[config.mk]
export PLATFORM = sky130hd
export DESIGN_NAME = sha256_hash
export DESIGN_NICKNAME = d
export VERILOG_FILES = /design/src/hdl/sha256_pkg.sv /design/src/hdl/sha256_ctrl.sv /design/src/hdl/sha256_dp.sv /design/src/hdl/sha256_hash.sv
export SDC_FILE = /design/constraint.sdc
export NUM_CORES = 2
export LEC_CHECK = 0
export BUFFER_PORTS_ARGS = -buffer_cell sky130_fd_sc_hd__buf_4
export CAP_MARGIN = 10
export CORE_ASPECT_RATIO = 0.5
export CORE_UTILIZATION = 34
export CTS_BUF_LIST = sky130_fd_sc_hd__clkbuf_4 sky130_fd_sc_hd__clkbuf_8
export CTS_CLUSTER_DIAMETER = 80
export DETAILED_ROUTE_END_ITERATION = 8
export GPL_TIMING_DRIVEN = 0
export PLACE_DENSITY_LB_ADDON = 0.05
export SLEW_MARGIN = 20
export SYNTH_ARGS = -nofsm -noshare
export SYNTH_HDL_FRONTEND = slang
export SYNTH_HIERARCHICAL = 1
export SYNTH_SLANG_ARGS = --single-unit
[constraint.sdc]
create_clock -name aclk -period 16.1 [get_ports aclk]
set_input_delay 1.61 -clock aclk [delete_from_list [all_inputs] [get_ports aclk]]
set_output_delay 1.61 -clock aclk [all_outputs]
set_load 0.05 [all_outputs]
[src/hdl/sha256_pkg.sv]
// shared types and constants for the byte-stream sha-256 hasher
// no dependencies; imported by the controller, the datapath and the top level
`default_nettype none

package sha256_pkg;

    localparam int WORD_W  = 32;
    localparam int BYTE_W  = 8;
    localparam int LEN_W   = 64;
    localparam int NUM_WORDS = 16;
    localparam int NUM_HASH  = 8;
    localparam int CNT_W   = 6;
    localparam int RND_W   = 6;
    localparam int IDX_W   = 3;
    localparam int S_TDATA_W = 8;
    localparam int M_TDATA_W = 40;

    localparam logic [CNT_W-1:0] CNT_LAST   = 6'd63;
    localparam logic [CNT_W-1:0] CNT_LEN    = 6'd56;
    localparam logic [RND_W-1:0] RND_LAST   = 6'd63;
    localparam logic [IDX_W-1:0] IDX_LAST   = 3'd7;
    localparam logic [BYTE_W-1:0] PAD_MARK_BYTE = 8'h80;
    localparam logic [LEN_W-1:0] BYTE_BITS  = 64'd8;

    localparam logic [WORD_W-1:0] ROUND_K [64] = '{
        32'h428a2f98, 32'h71374491, 32'hb5c0fbcf, 32'he9b5dba5,
        32'h3956c25b, 32'h59f111f1, 32'h923f82a4, 32'hab1c5ed5,
        32'hd807aa98, 32'h12835b01, 32'h243185be, 32'h550c7dc3,
        32'h72be5d74, 32'h80deb1fe, 32'h9bdc06a7, 32'hc19bf174,
        32'he49b69c1, 32'hefbe4786, 32'h0fc19dc6, 32'h240ca1cc,
        32'h2de92c6f, 32'h4a7484aa, 32'h5cb0a9dc, 32'h76f988da,
        32'h983e5152, 32'ha831c66d, 32'hb00327c8, 32'hbf597fc7,
        32'hc6e00bf3, 32'hd5a79147, 32'h06ca6351, 32'h14292967,
        32'h27b70a85, 32'h2e1b2138, 32'h4d2c6dfc, 32'h53380d13,
        32'h650a7354, 32'h766a0abb, 32'h81c2c92e, 32'h92722c85,
        32'ha2bfe8a1, 32'ha81a664b, 32'hc24b8b70, 32'hc76c51a3,
        32'hd192e819, 32'hd6990624, 32'hf40e3585, 32'h106aa070,
        32'h19a4c116, 32'h1e376c08, 32'h2748774c, 32'h34b0bcb5,
        32'h391c0cb3, 32'h4ed8aa4a, 32'h5b9cca4f, 32'h682e6ff3,
        32'h748f82ee, 32'h78a5636f, 32'h84c87814, 32'h8cc70208,
        32'h90befffa, 32'ha4506ceb, 32'hbef9a3f7, 32'hc67178f2
    };

    localparam logic [WORD_W-1:0] INIT_H [NUM_HASH] = '{
        32'h6a09e667, 32'hbb67ae85, 32'h3c6ef372, 32'ha54ff53a,
        32'h510e527f, 32'h9b05688c, 32'h1f83d9ab, 32'h5be0cd19
    };

    typedef enum logic [2:0] {
        ST_IDLE,
        ST_PAD_MARK,
        ST_PAD_ZERO,
        ST_PAD_LEN,
        ST_COMPRESS,
        ST_FINAL_ADD,
        ST_OUT
    } state_t;

    typedef enum logic [1:0] {
        SRC_DATA,
        SRC_MARK,
        SRC_ZERO,
        SRC_LEN
    } byte_src_t;

    typedef struct packed {
        logic      shift_en;
        byte_src_t src;
        logic      count_len;
        logic      round_en;
        logic      final_add;
        logic      out_load;
        logic      reinit;
    } dp_cmd_t;

    typedef struct packed {
        logic cnt_last;
        logic cnt_at_len;
        logic round_last;
        logic word_last;
        logic out_free;
    } dp_status_t;

endpackage

`default_nettype wire

[src/hdl/sha256_ctrl.sv]
// controller state machine: byte intake, padding sequence, round loop, digest readout
// depends on sha256_pkg
`default_nettype none

module sha256_ctrl
    import sha256_pkg::*;
(
    input  wire logic       aclk,
    input  wire logic       aresetn,
    input  wire logic       s_tvalid,
    input  wire logic       s_tuser,
    input  wire logic       s_tlast,
    output logic            s_tready,
    input  wire dp_status_t sts,
    output dp_cmd_t         cmd
);

    state_t state_reg, state_next;
    state_t ret_reg, ret_next;

    always_ff @(posedge aclk) begin
        if (!aresetn) begin
            state_reg <= ST_IDLE;
            ret_reg   <= ST_IDLE;
        end else begin
            state_reg <= state_next;
            ret_reg   <= ret_next;
        end
    end

    always_comb begin
        state_next = state_reg;
        ret_next   = ret_reg;
        s_tready   = 1'b0;
        cmd        = '0;
        case (state_reg)
            ST_IDLE: begin
                s_tready = 1'b1;
                if (s_tvalid) begin
                    if (s_tuser) begin
                        cmd.shift_en  = 1'b1;
                        cmd.src       = SRC_DATA;
                        cmd.count_len = 1'b1;
                    end
                    if (s_tuser && sts.cnt_last) begin
                        state_next = ST_COMPRESS;
                        ret_next   = s_tlast ? ST_PAD_MARK : ST_IDLE;
                    end else if (s_tlast) begin
                        state_next = ST_PAD_MARK;
                    end
                end
            end
            ST_PAD_MARK: begin
                cmd.shift_en = 1'b1;
                cmd.src      = SRC_MARK;
                state_next   = ST_PAD_ZERO;
                if (sts.cnt_last) begin
                    state_next = ST_COMPRESS;
                    ret_next   = ST_PAD_ZERO;
                end
            end
            ST_PAD_ZERO: begin
                if (sts.cnt_at_len) begin
                    state_next = ST_PAD_LEN;
                end else begin
                    cmd.shift_en = 1'b1;
                    cmd.src      = SRC_ZERO;
                    if (sts.cnt_last) begin
                        state_next = ST_COMPRESS;
                        ret_next   = ST_PAD_ZERO;
                    end
                end
            end
            ST_PAD_LEN: begin
                cmd.shift_en = 1'b1;
                cmd.src      = SRC_LEN;
                if (sts.cnt_last) begin
                    state_next = ST_COMPRESS;
                    ret_next   = ST_OUT;
                end
            end
            ST_COMPRESS: begin
                cmd.round_en = 1'b1;
                if (sts.round_last) begin
                    state_next = ST_FINAL_ADD;
                end
            end
            ST_FINAL_ADD: begin
                cmd.final_add = 1'b1;
                state_next    = ret_reg;
            end
            ST_OUT: begin
                if (sts.out_free) begin
                    cmd.out_load = 1'b1;
                    if (sts.word_last) begin
                        cmd.reinit = 1'b1;
                        state_next = ST_IDLE;
                    end
                end
            end
            default: begin
                state_next = ST_IDLE;
            end
        endcase
    end

endmodule

`default_nettype wire

[src/hdl/sha256_dp.sv]
// datapath: 16-word block/schedule window, round registers, hash state,
// bit length counter and the digest output register; depends on sha256_pkg
`default_nettype none

module sha256_dp
    import sha256_pkg::*;
(
    input  wire logic                  aclk,
    input  wire logic                  aresetn,
    input  wire logic [BYTE_W-1:0]     data_byte,
    input  wire dp_cmd_t               cmd,
    output dp_status_t                 sts,
    input  wire logic                  m_tready,
    output logic                       m_tvalid,
    output logic [M_TDATA_W-1:0]       m_tdata,
    output logic                       m_tlast
);

    function automatic logic [WORD_W-1:0] rotr(input logic [WORD_W-1:0] x, input int n);
        rotr = (x >> n) | (x << (WORD_W - n));
    endfunction

    logic [WORD_W-1:0] blk_reg [NUM_WORDS];
    logic [WORD_W-1:0] v_reg   [NUM_HASH];
    logic [WORD_W-1:0] h_reg   [NUM_HASH];
    logic [CNT_W-1:0]  cnt_reg;
    logic [RND_W-1:0]  rnd_reg;
    logic [LEN_W-1:0]  len_reg;
    logic [IDX_W-1:0]  idx_reg;
    logic              out_valid_reg;
    logic [WORD_W-1:0] out_word_reg;
    logic [IDX_W-1:0]  out_idx_reg;

    logic [BYTE_W-1:0] in_byte;
    logic [LEN_W-1:0]  len_shifted;
    logic [WORD_W-1:0] sched_new, t1, t2, ch, maj, sig0, sig1, ssig0, ssig1;

    // length bytes go out most significant first while the count runs 56..63
    assign len_shifted = len_reg >> {~cnt_reg[2:0], 3'b000};

    always_comb begin
        case (cmd.src)
            SRC_DATA: in_byte = data_byte;
            SRC_MARK: in_byte = PAD_MARK_BYTE;
            SRC_ZERO: in_byte = '0;
            SRC_LEN:  in_byte = len_shifted[BYTE_W-1:0];
            default:  in_byte = '0;
        endcase
    end

    always_comb begin
        ssig0 = rotr(blk_reg[1], 7) ^ rotr(blk_reg[1], 18) ^ (blk_reg[1] >> 3);
        ssig1 = rotr(blk_reg[14], 17) ^ rotr(blk_reg[14], 19) ^ (blk_reg[14] >> 10);
        sched_new = ssig1 + blk_reg[9] + ssig0 + blk_reg[0];
        sig1 = rotr(v_reg[4], 6) ^ rotr(v_reg[4], 11) ^ rotr(v_reg[4], 25);
        sig0 = rotr(v_reg[0], 2) ^ rotr(v_reg[0], 13) ^ rotr(v_reg[0], 22);
        ch   = (v_reg[4] & v_reg[5]) ^ (~v_reg[4] & v_reg[6]);
        maj  = (v_reg[0] & v_reg[1]) ^ (v_reg[0] & v_reg[2]) ^ (v_reg[1] & v_reg[2]);
        t1   = v_reg[7] + sig1 + ch + ROUND_K[rnd_reg] + blk_reg[0];
        t2   = sig0 + maj;
    end

    // block window: bytes shift in at the low byte of slot 15, rounds shift words out of slot 0
    always_ff @(posedge aclk) begin
        if (cmd.shift_en) begin
            for (int i = 0; i < NUM_WORDS - 1; i++) begin
                blk_reg[i] <= {blk_reg[i][WORD_W-BYTE_W-1:0], blk_reg[i+1][WORD_W-1 -: BYTE_W]};
            end
            blk_reg[NUM_WORDS-1] <= {blk_reg[NUM_WORDS-1][WORD_W-BYTE_W-1:0], in_byte};
        end else if (cmd.round_en) begin
            for (int i = 0; i < NUM_WORDS - 1; i++) begin
                blk_reg[i] <= blk_reg[i+1];
            end
            blk_reg[NUM_WORDS-1] <= sched_new;
        end
    end

    // working variables are preloaded from the hash state on every byte
    always_ff @(posedge aclk) begin
        if (cmd.shift_en) begin
            for (int i = 0; i < NUM_HASH; i++) begin
                v_reg[i] <= h_reg[i];
            end
        end else if (cmd.round_en) begin
            v_reg[0] <= t1 + t2;
            v_reg[1] <= v_reg[0];
            v_reg[2] <= v_reg[1];
            v_reg[3] <= v_reg[2];
            v_reg[4] <= v_reg[3] + t1;
            v_reg[5] <= v_reg[4];
            v_reg[6] <= v_reg[5];
            v_reg[7] <= v_reg[6];
        end
    end

    always_ff @(posedge aclk) begin
        if (!aresetn) begin
            for (int i = 0; i < NUM_HASH; i++) begin
                h_reg[i] <= INIT_H[i];
            end
            cnt_reg       <= '0;
            rnd_reg       <= '0;
            len_reg       <= '0;
            idx_reg       <= '0;
            out_valid_reg <= 1'b0;
        end else begin
            if (cmd.shift_en) begin
                cnt_reg <= cnt_reg + 1'b1;
                rnd_reg <= '0;
            end else if (cmd.round_en) begin
                rnd_reg <= rnd_reg + 1'b1;
            end
            if (cmd.count_len) begin
                len_reg <= len_reg + BYTE_BITS;
            end
            if (cmd.final_add) begin
                for (int i = 0; i < NUM_HASH; i++) begin
                    h_reg[i] <= h_reg[i] + v_reg[i];
                end
            end
            if (cmd.out_load) begin
                out_valid_reg <= 1'b1;
                idx_reg       <= idx_reg + 1'b1;
            end else if (m_tready) begin
                out_valid_reg <= 1'b0;
            end
            if (cmd.reinit) begin
                for (int i = 0; i < NUM_HASH; i++) begin
                    h_reg[i] <= INIT_H[i];
                end
                len_reg <= '0;
            end
        end
    end

    always_ff @(posedge aclk) begin
        if (cmd.out_load) begin
            out_word_reg <= h_reg[idx_reg];
            out_idx_reg  <= idx_reg;
        end
    end

    assign sts.cnt_last   = (cnt_reg == CNT_LAST);
    assign sts.cnt_at_len = (cnt_reg == CNT_LEN);
    assign sts.round_last = (rnd_reg == RND_LAST);
    assign sts.word_last  = (idx_reg == IDX_LAST);
    assign sts.out_free   = !out_valid_reg || m_tready;

    assign m_tvalid = out_valid_reg;
    assign m_tdata  = {{(M_TDATA_W - WORD_W - IDX_W){1'b0}}, out_idx_reg, out_word_reg};
    assign m_tlast  = (out_idx_reg == IDX_LAST);

endmodule

`default_nettype wire

[src/hdl/sha256_hash.sv]
// byte in: each byte shifts in as it is accepted while idle; every 64th byte starts the round loop and
// then folds the result into the hash state (one round per cycle in the shared round unit)
// last item: one padding/length byte per cycle to the block end, a step without a byte in ST_PAD_ZERO before
// the length bytes, one or two compressions, then 8 words at one per cycle
// while m_tready; the input reopens once the eighth word sits in the output register
// reset: synchronous active-low aresetn restores initial hash values and clears counts
`default_nettype none

module sha256_hash
    import sha256_pkg::*;
(
    input  wire logic                 aclk,
    input  wire logic                 aresetn,
    input  wire logic                 s_tvalid,
    output logic                      s_tready,
    input  wire logic [S_TDATA_W-1:0] s_tdata,   // [7:0] data_byte
    input  wire logic                 s_tuser,   // has_byte
    input  wire logic                 s_tlast,   // is_last
    output logic                      m_tvalid,
    input  wire logic                 m_tready,
    output logic [M_TDATA_W-1:0]      m_tdata,   // [31:0] digest_word, [34:32] word_index
    output logic                      m_tlast    // last_word
);

    dp_cmd_t    cmd;
    dp_status_t sts;

    sha256_ctrl u_ctrl (
        .aclk     (aclk),
        .aresetn  (aresetn),
        .s_tvalid (s_tvalid),
        .s_tuser  (s_tuser),
        .s_tlast  (s_tlast),
        .s_tready (s_tready),
        .sts      (sts),
        .cmd      (cmd)
    );

    sha256_dp u_dp (
        .aclk      (aclk),
        .aresetn   (aresetn),
        .data_byte (s_tdata[BYTE_W-1:0]),
        .cmd       (cmd),
        .sts       (sts),
        .m_tready  (m_tready),
        .m_tvalid  (m_tvalid),
        .m_tdata   (m_tdata),
        .m_tlast   (m_tlast)
    );

    // a finished message closes the input until the last digest word is loaded into the output register
    a_last_closes_input: assert property (@(posedge aclk) disable iff (!aresetn)
        (s_tvalid && s_tready && s_tlast) |=> !s_tready)
        else $error("input still open after the last transaction");

    // the last round is always followed by the hash state update
    a_round_then_add: assert property (@(posedge aclk) disable iff (!aresetn)
        (cmd.round_en && sts.round_last) |=> cmd.final_add)
        else $error("missing hash update after round 63");

    // tlast flags exactly the eighth digest word
    a_tlast_index: assert property (@(posedge aclk) disable iff (!aresetn)
        m_tvalid |-> (m_tlast == (m_tdata[WORD_W+IDX_W-1:WORD_W] == IDX_LAST)))
        else $error("tlast does not match the word index");

endmodule

`default_nettype wire

### Word level (Yosys, flattened, before mapping)

Memories as Yosys holds them, arrays and structs flattened. A register that Yosys moved wholly into a read port is not among the register bits.
Index checks and enable logic that the tools add are counted.

* bits in registers: 89
* ROM bits: 2048
* memory bits (writable): 1024
* memories kept: 4
* word-level logic and storage cells: 224
* output and inout port bits: 43

* mux-type cells: 85
* bitwise logic cells: 70
* magnitude comparators: 1
* $add $sub $neg: 22
* shifts and indexed selects: 1
* reductions and logical operators: 11
* equal/unequal tests: 22

Memories
* (no name shown): depth 64, bits a word 32, read ports 1, clocked after Yosys merged registers in 0, wr ports 0, RTL line sha256_dp.sv:59 `t1 = v_reg[7] + sig1 + ch + ROUND_K[rnd_reg] + blk_reg[0];`
* u_dp.blk_reg: depth 16, bits a word 32, read ports 16, clocked after Yosys merged registers in 0, wr ports 16, RTL line sha256_dp.sv:23 `logic [WORD_W-1:0] blk_reg [NUM_WORDS];`
* u_dp.h_reg: depth 8, bits a word 32, read ports 9, clocked after Yosys merged registers in 1, wr ports 8, RTL line sha256_dp.sv:25 `logic [WORD_W-1:0] h_reg [NUM_HASH];`
* u_dp.v_reg: depth 8, bits a word 32, read ports 8, clocked after Yosys merged registers in 0, wr ports 8, RTL line sha256_dp.sv:24 `logic [WORD_W-1:0] v_reg [NUM_HASH];`

Operators with widths (number)
* $mux W32: 42
* $add A32 B32 Y32: 18
* $xor A32 B32 Y32: 9
* $and A32 B32 Y32: 5
* $add A64 B4 Y64 const B: 1
* $shr A64 B6 Y8: 1
* $mux W3: 15
* $or A1 B1 Y1: 40
* $not A32 Y32: 1
* $or A10 B32 Y32: 1
* $or A13 B32 Y32: 1
* $or A14 B32 Y32: 1
* $or A15 B32 Y32: 1
* $or A19 B32 Y32: 1
* $or A21 B32 Y32: 1
* $or A25 B32 Y32: 1
* $or A26 B32 Y32: 1
* $or A30 B32 Y32: 1
* $or A7 B32 Y32: 1
* $pmux W8 S4: 1
* $xor A32 B22 Y32: 1
* $xor A32 B29 Y32: 1
* $pmux W3 S4: 2
* $pmux W3 S7: 1
* other kinds (27): 64

### Logic depth before layout (Yosys ltp)

An unclocked memory read counts as a cell.

* word-level depth: 10
* depth in mapped cells: 42

### Hierarchy

Netlist, hierarchy kept.

Modules (own cells, without submodules)
* sha256_dp: instances 1, cells each 7696, area each 75462.4 µm²
* sha256_ctrl: instances 1, cells each 69, area each 538.0 µm²

### Worst setup path before layout

OpenSTA, ideal clock, no wires.

* path kind: reg-to-reg
* start: reg u_dp.cnt_reg[0]
* end: mem u_dp.blk_reg[0][0] (enable)
* data arrival time: 12066 ps
* cell stages (with the launch flop): 13
* library setup time: 823 ps
* data required time: 15277 ps
* buffers on the path: 5
* setup slack: 3211 ps
* path through: dfxtp_1 > clkbuf_1 > buf_1 > inv_1 > ha_1 > nor3b_1 > o21ai_0 > a31oi_1 > nor2_1 > clkbuf_1 > clkbuf_1 > clkbuf_1 > or2_2

RTL lines
* start, declared: RTL line sha256_dp.sv:26 `logic [CNT_W-1:0] cnt_reg;`
* start signal, assigned: RTL line sha256_dp.sv:108 `cnt_reg <= cnt_reg + 1'b1;`
* end, declared: RTL line sha256_dp.sv:23

==> flow_summary.ini <==
[route]
met3WireLength_mm = 21.9
wl_per_cell_um = 28.9
maxUsedRoutingLayer = met5
wl_mm = 323
drc = 0
viasPerCell = 5.47
wl_met1_mm = 155
wl_met2_mm = 137
vias = 61200
drt-pass1-iter-count = 6
ant_nets = 0
drt_iter0_markers = 6326

[final_layout]
multi_input_area_um2 = 41100
drive_above_1_share_pct = 10.5
register_area_um2 = 32200
stdcell_count = 11200
layout.nets = 8655
n_fill_cell = 22500
largest_register_ffs = 512
area_growth_pct = 11.5

[synthesis]
synth.most_common_cell = nand2_1
synth-async-reset-ratio_pct = 0
synth_xor_area_share_pct = 6.97
synthCells = 7765
synth.area.top_cells = edfxtp_1 (37%), nand2_1 (8.9%), ha_1 (6.5%)
yosys.area_share.adder_pct = 11.7
synth-simple-area-share_pct = 15.4
synthFlopType = edfxtp_1
avgSynthCellArea_um2 = 9.79
synth_compound_area_share_pct = 12.3
synth_edf_count = 931
synth_top_family_by_area = simple AND/OR/NAND/NOR gates
seq_area_frac_synth_pct = 42.3
synth_top_area_share_pct = 36.8
synth_area_um2 = 76000
synthTopCellsByCount = nand2_1 (1797), edfxtp_1 (931), nor2_1 (423)
synth_top_area_cell = edfxtp_1
ys_types = 93
yosys_register_bits = 1142
yosys_warnings = 6
muxShareOfSynthArea_pct = 7.62

[placement]
hpwl_mm = 255
place.detailed.instances = 10800
portBuffers = 51
gp_congestion = 0.969

[timing]
finalSetupViolCount = 0
worstMarginPinSlew_ps = 1290
slew_headroom_pct = 13.3
fmax_mhz = 81.3
rsz0062_at_grt = false
period_needed_ps = 12310
slew_viol_final = 0
finalClockSkew_ps = 74.0
period_share_pct = 76.4
finalHoldViolCount = 0

[cts]
cts-root-buf = clkbuf_8
clkTransAtPathRegs_ps = 70
clock_sinks = 1142
cts_buffer_depth = 4
numCtsBuffers = 196
clk-insertion-delay-late_ps = 990
hold_buffers = 0
cts_resized = 0
cts_tree = done
htreeDepth = 4
post_cts_buffers = 0

[setup_path]
ff2ff_setup_slack_ps = 3790
critPathMaxFanout = 13
required_ps = 16740
reg2reg_to = u_dp/v_reg[0][31]
path_class = register to register
cp_slowest_stage_delay_ps = 730
crit_path_start = u_dp/rnd_reg[0]
startpoint_type = register
crit_end = u_dp/v_reg[0][31]
reg2reg_depth = 37
crit_slowest_cell = clkinv_1
crit_path_end_kind = register
r2r_start = u_dp/rnd_reg[0]
arrival_ps = 12950

[floorplanning]
initial_utilization_pct = 34.3
core_area_um2 = 222000
ioPinCount = 57
die_y_um = 336
num_rows = 122
die_w_um = 671
dieArea_um2 = 226000

[hold_path]
min_path_type = register to register

[global_route]
grt_max_degree = 55
grt_usage_pct = 28.0
gr-total-overflow = 0
grt_pass1_vias = 58600
antenna_found_initial = 27
grt_pass1_wl_mm = 449

[flow_run]
cap_viol_max_count = 0

[status]
outcome = finished, final reports clean
-- routing by layer --
metal	vias to the layer above	track usage (%)
li1	27900	-
met1	30800	41.6
met2	2128	42.1
met3	400	4.56
met4	2	7.57
met5	-	0
-- cell families after synthesis --
group                    count (synthesis)
AND/OR/NAND/NOR                       2785
AO/OA/AOI/OAI                         1466
flip-flops                            1142
buffers and inverters                  732
XOR/XNOR                               605
adder cells (fa/ha/maj)                594
multiplexers                           440
other                                    1
-- worst min path at each step --
stage / start / end / slack, ps / cells past startpoint
floorplan: u_ctrl/ret_reg[0] / u_ctrl/ret_reg[0] / 430 / 2
global placement: u_ctrl/ret_reg[1] / u_ctrl/ret_reg[1] / 450 / 2
detailed placement: u_ctrl/ret_reg[2] / u_ctrl/ret_reg[2] / 460 / 2
CTS: u_ctrl/ret_reg[2] / u_ctrl/ret_reg[2] / 470 / 2
global route: u_ctrl/ret_reg[1] / u_ctrl/ret_reg[1] / 490 / 2
finish: u_ctrl/ret_reg[1] / u_ctrl/ret_reg[1] / 470 / 2
-- critical path, delay by kind of cell, from the launching register on --
kind            cells  cell delay, ps
simple gates        5            1170
buf+inv             5            1290
xor+xnor            2             600
compound gates     17            4540
mux                 1             530
flops               1             720
fa+ha+maj           7            3150
-- cell usage in the layout, fill, tap and decap left out, drive strengths merged, types with 59 or more instances in the layout --
| cell type | instances |
|---|---|
| buf | 141 |
| inv | 329 |
| mux2i | 81 |
| nand2b | 68 |
| xor2 | 222 |
| ha | 395 |
| edfxtp | 931 |
| clkbuf | 624 |
| mux2 | 276 |
| a21oi | 389 |
| nor3 | 77 |
| nor2b | 59 |
| dfxtp | 211 |
| o21a | 66 |
| a21o | 216 |
| and3 | 63 |
| xnor2 | 383 |
| fa | 195 |
| nor2 | 424 |
| mux4 | 83 |
| o21ai | 395 |
| nand2 | 1797 |
| nand3 | 110 |
-- metrics by stage --
stage                     setup WS [ps]  area (um^2)  TNS [ps]  utilization [%]  hold slack [ps]
after floorplan                    3210        76000         0                -              431
after global placement            -5330        80100  -3868360             36.1              455
after detailed placement           4140        81000         0             36.5              456
after CTS                          4040        84700         0             38.2              465
after global routing               3440        84800         0             38.2              490
final                              3790        84800         0             38.2              469
-- area by class of cell --
type	instances	area share, %
Antenna cell	9	0.0266
Sequential cell	1142	38.0
Clock buffer	279	4.01
Buffer	402	1.89
Clock inverter	60	0.373
Inverter	330	1.47
Timing Repair Buffer	84	1.41
Multi-Input combinational cell	5895	48.5
Tap cell	2976	4.39
Power is not shown: default switching activity piles up to over one toggle a cycle in this logic, so the estimate is an artifact.
